### config.mk
export PLATFORM = sky130hd
export DESIGN_NAME = record_sort_by_key
export DESIGN_NICKNAME = d
export VERILOG_FILES = /design/src/design/rsk_pkg.sv /design/src/design/rsk_apb_regs.sv /design/src/design/record_sort_by_key.sv
export SDC_FILE = /design/constraint.sdc
export NUM_CORES = 1
export LEC_CHECK = 0
export ABC_AREA = 1
export BUFFER_PORTS_ARGS = -buffer_cell sky130_fd_sc_hd__buf_2
export CORE_AREA = 3 3 191 193
export DETAILED_ROUTE_END_ITERATION = 16
export DIE_AREA = 0 0 194 196
export PLACE_DENSITY_LB_ADDON = 0.1
export SLEW_MARGIN = 20
export SYNTH_ARGS = -nofsm -noshare
export SYNTH_HDL_FRONTEND = slang
export SYNTH_HIERARCHICAL = 1
export SYNTH_SLANG_ARGS = --single-unit
export TNS_END_PERCENT = 30
### constraint.sdc
create_clock -name clk -period 6.5 [get_ports clk]
set_input_delay 0.65 -clock clk [delete_from_list [all_inputs] [get_ports clk]]
set_output_delay 0.65 -clock clk [all_outputs]
set_load 0.1 [all_outputs]
### src/design/rsk_pkg.sv
`default_nettype none
package rsk_pkg;

	// default store depth
	localparam int MAX_RECORDS_DEF = 8;

	// field widths
	localparam int ID_W   = 8;
	localparam int TIME_W = 16;
	localparam int PRIO_W = 8;
	localparam int KEY_W  = 2;

	// apb port geometry
	localparam int DATA_W    = 32;
	localparam int ADDR_W    = 3;
	localparam int REG_IDX_W = ADDR_W - 2;

	// register indexes
	localparam logic [REG_IDX_W-1:0] REG_SORT_KEY = 1'b0;

	// sort key codes, anything else means no sort
	localparam logic [KEY_W-1:0] KEY_PRIO = 2'd0;
	localparam logic [KEY_W-1:0] KEY_TIME = 2'd1;
	localparam logic [KEY_W-1:0] KEY_NONE = 2'd2;

	// one stored record, id in the top byte, priority in the bottom byte
	typedef struct packed {
		logic [ID_W-1:0]   rid;
		logic [TIME_W-1:0] etime;
		logic [PRIO_W-1:0] prio;
	} rec_t;

endpackage
`default_nettype wire

### src/design/rsk_apb_regs.sv
`default_nettype none
module rsk_apb_regs (
	input  wire logic                        clk,
	input  wire logic                        arst_n,
	input  wire logic                        psel,
	input  wire logic                        penable,
	input  wire logic                        pwrite,
	input  wire logic [rsk_pkg::ADDR_W-1:0]  paddr,
	input  wire logic [rsk_pkg::DATA_W-1:0]  pwdata,
	output logic      [rsk_pkg::DATA_W-1:0]  prdata,
	output logic                             pready,
	output logic      [rsk_pkg::KEY_W-1:0]   sort_key
);
	import rsk_pkg::*;

	logic [KEY_W-1:0]     sort_key_q;
	logic [REG_IDX_W-1:0] reg_idx;
	logic                 wr_en;

	assign pready  = 1'b1;
	assign reg_idx = paddr[ADDR_W-1:2];
	assign wr_en   = psel && penable && pwrite && pready;

	// register write on the access phase
	always_ff @(posedge clk or negedge arst_n) begin
		if (!arst_n) begin
			sort_key_q <= KEY_PRIO;
		end else if (wr_en && reg_idx == REG_SORT_KEY) begin
			sort_key_q <= pwdata[KEY_W-1:0];
		end
	end

	// read mux
	always_comb begin
		unique case (reg_idx)
			REG_SORT_KEY: prdata = {{(DATA_W-KEY_W){1'b0}}, sort_key_q};
			default:      prdata = '0;
		endcase
	end

	assign sort_key = sort_key_q;

endmodule
`default_nettype wire

### src/design/record_sort_by_key.sv
// loading: one record per cycle in the load state; after the last beat, the sort
//   runs on the store; emission then sends one record at a time, the next read
//   only after the current beat is taken, all through the record memory with one
//   write and one read port, which every compare and move passes through
// reset: control state, count and key clear at once; the record memory is not cleared
`default_nettype none
module record_sort_by_key #(
	parameter int MAX_RECORDS = rsk_pkg::MAX_RECORDS_DEF
) (
	input  wire logic                        clk,
	input  wire logic                        arst_n,
	input  wire logic                        psel,
	input  wire logic                        penable,
	input  wire logic                        pwrite,
	input  wire logic [rsk_pkg::ADDR_W-1:0]  paddr,
	input  wire logic [rsk_pkg::DATA_W-1:0]  pwdata,
	output logic      [rsk_pkg::DATA_W-1:0]  prdata,
	output logic                             pready,
	input  wire logic                        in_valid,
	output logic                             in_ready,
	input  wire logic [rsk_pkg::ID_W-1:0]    rec_id,
	input  wire logic [rsk_pkg::TIME_W-1:0]  exec_time,
	input  wire logic [rsk_pkg::PRIO_W-1:0]  prio,
	input  wire logic                        last_record,
	output logic                             out_valid,
	input  wire logic                        out_ready,
	output logic      [rsk_pkg::ID_W-1:0]    out_id,
	output logic      [rsk_pkg::TIME_W-1:0]  out_time,
	output logic      [rsk_pkg::PRIO_W-1:0]  out_prio,
	output logic                             out_last
);
	import rsk_pkg::*;

	localparam int IDX_W = (MAX_RECORDS > 1) ? $clog2(MAX_RECORDS) : 1;
	localparam int CNT_W = $clog2(MAX_RECORDS + 1);
	localparam logic [CNT_W-1:0] CNT_MAX = CNT_W'(MAX_RECORDS);

	typedef enum logic [10:0] {
		ST_LOAD      = 11'b000_0000_0001,
		ST_SEL_START = 11'b000_0000_0010,
		ST_SEL_LDI   = 11'b000_0000_0100,
		ST_SEL_SCAN  = 11'b000_0000_1000,
		ST_SEL_SWAP  = 11'b000_0001_0000,
		ST_SEL_SWAP2 = 11'b000_0010_0000,
		ST_INS_START = 11'b000_0100_0000,
		ST_INS_LDI   = 11'b000_1000_0000,
		ST_INS_CMP   = 11'b001_0000_0000,
		ST_INS_PUT   = 11'b010_0000_0000,
		ST_EMIT_RD   = 11'b100_0000_0000
	} state_t;

	// emission splits into read, capture and wait; capture and wait are sub-phases
	logic emit_cap_q;

	state_t           state_q;
	logic [CNT_W-1:0] count_q;
	logic [CNT_W-1:0] i_q;
	logic [CNT_W-1:0] j_q;
	logic [IDX_W-1:0] best_q;
	logic             out_valid_q;
	rec_t             held_q;
	rec_t             best_rec_q;
	rec_t             out_rec_q;
	logic             out_last_q;

	logic [KEY_W-1:0] sort_key;

	// record memory
	rec_t             mem [MAX_RECORDS];
	rec_t             rdata_q;
	logic             mem_we;
	logic [IDX_W-1:0] mem_waddr;
	rec_t             mem_wdata;
	logic [IDX_W-1:0] mem_raddr;

	logic             in_fire;
	logic             out_fire;
	logic [CNT_W-1:0] i_inc;
	logic [CNT_W-1:0] i_dec;
	logic [CNT_W-1:0] j_inc;
	logic [CNT_W-1:0] j_dec;
	logic [CNT_W-1:0] j_dec2;
	logic             sel_less;
	logic             ins_greater;
	logic             has_room;

	rsk_apb_regs u_regs (
		.clk      (clk),
		.arst_n   (arst_n),
		.psel     (psel),
		.penable  (penable),
		.pwrite   (pwrite),
		.paddr    (paddr),
		.pwdata   (pwdata),
		.prdata   (prdata),
		.pready   (pready),
		.sort_key (sort_key)
	);

	assign in_ready    = (state_q == ST_LOAD);
	assign in_fire     = in_valid && in_ready;
	assign out_fire    = out_valid_q && out_ready;
	assign i_inc       = i_q + 1'b1;
	assign i_dec       = i_q - 1'b1;
	assign j_inc       = j_q + 1'b1;
	assign j_dec       = j_q - 1'b1;
	assign j_dec2      = j_q - CNT_W'(2);
	assign has_room    = (count_q < CNT_MAX);
	assign sel_less    = (rdata_q.prio < best_rec_q.prio);
	assign ins_greater = (rdata_q.etime > held_q.etime);

	// memory port control per sequencer step
	always_comb begin
		mem_we    = 1'b0;
		mem_waddr = i_q[IDX_W-1:0];
		mem_wdata = held_q;
		mem_raddr = i_q[IDX_W-1:0];
		unique case (state_q)
			ST_LOAD: begin
				mem_we    = in_fire && has_room;
				mem_waddr = count_q[IDX_W-1:0];
				mem_wdata = '{rid: rec_id, etime: exec_time, prio: prio};
			end
			ST_SEL_START: mem_raddr = i_q[IDX_W-1:0];
			ST_SEL_LDI:   mem_raddr = i_inc[IDX_W-1:0];
			ST_SEL_SCAN:  mem_raddr = j_inc[IDX_W-1:0];
			ST_SEL_SWAP: begin
				mem_we    = (best_q != i_q[IDX_W-1:0]);
				mem_waddr = i_q[IDX_W-1:0];
				mem_wdata = best_rec_q;
			end
			ST_SEL_SWAP2: begin
				mem_we    = 1'b1;
				mem_waddr = best_q;
				mem_wdata = held_q;
			end
			ST_INS_START: mem_raddr = i_q[IDX_W-1:0];
			ST_INS_LDI:   mem_raddr = i_dec[IDX_W-1:0];
			ST_INS_CMP: begin
				mem_raddr = j_dec2[IDX_W-1:0];
				mem_we    = 1'b1;
				mem_waddr = j_q[IDX_W-1:0];
				mem_wdata = ins_greater ? rdata_q : held_q;
			end
			ST_INS_PUT: begin
				mem_we    = 1'b1;
				mem_waddr = j_q[IDX_W-1:0];
				mem_wdata = held_q;
			end
			ST_EMIT_RD:   mem_raddr = i_q[IDX_W-1:0];
			default: begin
				mem_we = 1'b0;
			end
		endcase
	end

	// memory with one write port and one read port, registered read
	always_ff @(posedge clk) begin
		if (mem_we) begin
			mem[mem_waddr] <= mem_wdata;
		end
		rdata_q <= mem[mem_raddr];
	end

	// sequencer
	always_ff @(posedge clk or negedge arst_n) begin
		if (!arst_n) begin
			state_q     <= ST_LOAD;
			count_q     <= '0;
			i_q         <= '0;
			j_q         <= '0;
			best_q      <= '0;
			out_valid_q <= 1'b0;
			emit_cap_q  <= 1'b0;
		end else begin
			unique case (state_q)
				ST_LOAD: begin
					if (in_fire) begin
						if (has_room) begin
							count_q <= count_q + 1'b1;
						end
						if (last_record) begin
							priority if (sort_key == KEY_PRIO) begin
								i_q     <= '0;
								state_q <= ST_SEL_START;
							end else if (sort_key == KEY_TIME) begin
								i_q     <= CNT_W'(1);
								state_q <= ST_INS_START;
							end else begin
								i_q     <= '0;
								state_q <= ST_EMIT_RD;
							end
						end
					end
				end
				ST_SEL_START: begin
					if (i_inc >= count_q) begin
						i_q     <= '0;
						state_q <= ST_EMIT_RD;
					end else begin
						state_q <= ST_SEL_LDI;
					end
				end
				ST_SEL_LDI: begin
					j_q     <= i_inc;
					best_q  <= i_q[IDX_W-1:0];
					state_q <= ST_SEL_SCAN;
				end
				ST_SEL_SCAN: begin
					if (sel_less) begin
						best_q <= j_q[IDX_W-1:0];
					end
					if (j_inc < count_q) begin
						j_q <= j_inc;
					end else begin
						state_q <= ST_SEL_SWAP;
					end
				end
				ST_SEL_SWAP: begin
					if (best_q != i_q[IDX_W-1:0]) begin
						state_q <= ST_SEL_SWAP2;
					end else begin
						i_q     <= i_inc;
						state_q <= ST_SEL_START;
					end
				end
				ST_SEL_SWAP2: begin
					i_q     <= i_inc;
					state_q <= ST_SEL_START;
				end
				ST_INS_START: begin
					if (i_q >= count_q) begin
						i_q     <= '0;
						state_q <= ST_EMIT_RD;
					end else begin
						state_q <= ST_INS_LDI;
					end
				end
				ST_INS_LDI: begin
					j_q     <= i_q;
					state_q <= ST_INS_CMP;
				end
				ST_INS_CMP: begin
					if (ins_greater) begin
						j_q <= j_dec;
						if (j_dec == '0) begin
							state_q <= ST_INS_PUT;
						end
					end else begin
						i_q     <= i_inc;
						state_q <= ST_INS_START;
					end
				end
				ST_INS_PUT: begin
					i_q     <= i_inc;
					state_q <= ST_INS_START;
				end
				ST_EMIT_RD: begin
					// read issued on entry, then capture, then hold until taken
					if (!emit_cap_q && !out_valid_q) begin
						emit_cap_q <= 1'b1;
					end else if (emit_cap_q) begin
						emit_cap_q  <= 1'b0;
						out_valid_q <= 1'b1;
					end else if (out_fire) begin
						out_valid_q <= 1'b0;
						if (i_inc == count_q) begin
							count_q <= '0;
							i_q     <= '0;
							state_q <= ST_LOAD;
						end else begin
							i_q <= i_inc;
						end
					end
				end
				default: begin
					state_q <= ST_LOAD;
				end
			endcase
		end
	end

	// record holding registers
	always_ff @(posedge clk) begin
		if (state_q == ST_SEL_LDI) begin
			held_q     <= rdata_q;
			best_rec_q <= rdata_q;
		end
		if (state_q == ST_SEL_SCAN && sel_less) begin
			best_rec_q <= rdata_q;
		end
		if (state_q == ST_INS_LDI) begin
			held_q <= rdata_q;
		end
		if (state_q == ST_EMIT_RD && emit_cap_q) begin
			out_rec_q  <= rdata_q;
			out_last_q <= (i_inc == count_q);
		end
	end

	// output beat
	assign out_valid = out_valid_q;
	assign out_id    = out_rec_q.rid;
	assign out_time  = out_rec_q.etime;
	assign out_prio  = out_rec_q.prio;
	assign out_last  = out_last_q;

endmodule
`default_nettype wire

==> results.toml <==
[power_and_ir_drop]
p_leak_nw = 9.578
pwr_density_cell_nw_per_um2 = 412.7
p_total_mw = 8.773
ir_worst_vdd_v = 0.0002785

[cells_and_area]
antenna_cells = 0
layout_common_cells = "525 x nand2_1, 353 x edfxtp_1, 340 x inv_1"
n_fill_cell = 2866
final_net_count = 2110
drive_gt1_frac = 0.1040
final_common_cell = "nand2_1"
syn_to_final_growth_pct = 11.43

[floorplanning]
initial_core_util = 0.5495
die_h_um = 196
dieWidth_um = 194
die_area_um2 = 38020
core_area_um2 = 34710
rows = 68
io_pins = 143

[setup_path]
cp.arrival_ps = 3810
crit_path_frequent_cell = "nand2_1"
critical_path_required_ps = 6660
endpoint_kind = "flip-flop"
critPathKind = "flip-flop to flip-flop"
crit_chain = "inv_1, ha_1, nand4_1, nor2_1, nand2_1, nand2_1, nand2_1, nand2_1, nand2_1, buf_4, nand2_1, nand4_1"
critPathMaxFanout = 19
crit_buf_inv = 2
critPathTopFamily = "simple AND/OR/NAND/NOR gates"
max_stage_delay_ps = 590
slowest_stage = "nand2_1"
critPathLaunchType = "flip-flop"

[synth]
synth-main-ff-cell = "edfxtp_1"
synth_area_per_cell_um2 = 9.910
ys_types = 45
synth_seq_cells = 415
synth-async-reset-ratio = 0.07229
yosysWarningCount = 6
yosysSeqAreaShare = 0.6287
syn-instance-count = 1925
synth_area_um2 = 19080
synth_edf_count = 353

[clock_tree]
cts-buffers-inserted = 44
cts_htree_levels = 2
clock_path_buffers = 3
clkTransAtPathRegs_ps = 60
numClockSinks = 415
clk_latency_ps = 550
post_cts_resized = 0
tritoncts = "built"
root_buffer = "clkbuf_16"
postCtsSetupBuffers = 0
ctsHoldBuffers = 0

[sta]
rsz0062_at_grt = "false"
fin_crit_sh = 0.5615
fin_setup_tns_ps = 0
drv_slew = 0
fin_crit_ps = 3650
final-hold-violation-count = 0
tightest_slew_ps = 978.9
holdWs_ps = 161.2
slew_headroom = 0.3458
fmax_ghz = 0.2740
skew_ps = 19.85
setup_viol = 0

[global_route]
grt_pass1_wl_mm = 69.04
grt_antenna_before_repair = 0
overflow = 0
grt_pass1_vias = 12700
grt_max_degree = 94
grtUsageTotal = 0.2322

[detailed_routing]
drtPass1Iterations = 5
drtIter0Drc = 962
drc_errors = 0
vias = 13020
wire_per_inst_um = 17.82
met1_length_mm = 19.23
wl_mm = 44.24
met3_wirelength_mm = 2.383
via_per_inst = 5.244
ant_nets = 0
routed-wl-met2_mm = 21.19
maxUsedRoutingLayer = "met4"

[placement]
dpl.hpwl_mm = 25.20
gp_congestion = 0.9093
io_buffers = 79

[run_status]
status = "complete, no violations"

[flow_run]
maxCapViolations = 0

[worst_hold_path]
hold_path.class = "input port to async pin"
-- through the flow --
step	worst slack, ps	instance area [um2]	std cells	util
floorplan	3205	19180	1954	-
global placement	2593	19740	2401	0.5687
detailed placement	2578	19740	2401	0.5687
CTS	2565	21250	2483	0.6121
global route	2622	21260	2483	0.6123
finish	2850	21260	2483	0.6123
-- area by class of cell --
| class | count | area [um2] | share of cell area |
|---|---|---|---|
| sequential | 415 | 11990 | 0.5642 |
| multi-input combinational | 1088 | 5345 | 0.2515 |
| clock buffer | 64 | 1329 | 0.06251 |
| inverter | 343 | 1289 | 0.06063 |
| tap | 455 | 569.3 | 0.02678 |
| timing repair buffer | 100 | 553.0 | 0.02602 |
| clock inverter | 18 | 177.7 | 0.008359 |
-- routing by layer --
metal / vias up / GRT usage
li1: 6354 / -
met1: 6219 / 0.3113
met2: 348 / 0.3922
met3: 101 / 0.03177
met4: 0 / 0.08351
met5: - / 0
-- logic make-up after synthesis --
| group | count (synthesis) | share of synthesized area |
|---|---|---|
| AND/OR/NAND/NOR | 941 | 0.2156 |
| buffers and inverters | 451 | 0.1030 |
| flip-flops | 415 | 0.6287 |
| AO/OA/AOI/OAI | 63 | 0.01948 |
| adder cells (fa/ha/maj) | 43 | 0.02820 |
| XOR/XNOR | 10 | 0.004592 |
| other | 2 | 0.0003937 |
-- worst paths after layout --
check / from / to / slack (ps) / cells after the start
min in group clk: pwdata[0] / u_regs/sort_key[0] / 350 / 3
setup / recovery: held_q[23] / mem[4][7] / 2850 / 12
hold reg to reg: rdata_q[31] / held_q[31] / 480 / 0
setup reg to reg: held_q[23] / mem[4][7] / 2850 / 12
max in group asynchronous: arst_n / best_q[0] / 5870 / 1
hold / removal: arst_n / u_regs/sort_key[0] / 160 / 1
-- cell usage after synthesis, types with 9 or more instances --
library cell	n	area share
nand2_1	530	0.10
buf_2	41	0.011
nand2_2	9	0.0030
dfrtp_1	29	0.038
inv_1	341	0.067
buf_4	47	0.018
ha_1	43	0.028
nor2_1	48	0.0094
edfxtp_1	353	0.56
nand3_1	291	0.076
dfxtp_1	32	0.034
nand4_1	42	0.014
clkbuf_1	10	0.0020
a21oi_1	20	0.0052
o21ai_0	20	0.0052
-- state kept, by name, summed over array words and instances, names as in the netlist --
register and count:
out_prio 8, i_q 4, out_id 8, held_q 32, count_q 4, j_q 4
u_regs/sort_key 2, out_time 16, out_last 1, out_valid 1, best_q 3, emit_cap_q 1
mem 256, rdata_q 32, state_q 11, best_rec_q 32
-- report_power, final --
part | internal, mW | leakage, nW | switching (mW)
Sequential | 3.55 | 3.85 | 0.208
Clock | 1.54 | 0.727 | 0.999
Combinational | 0.634 | 5.00 | 1.85
Power figures use the tool's default switching activity.
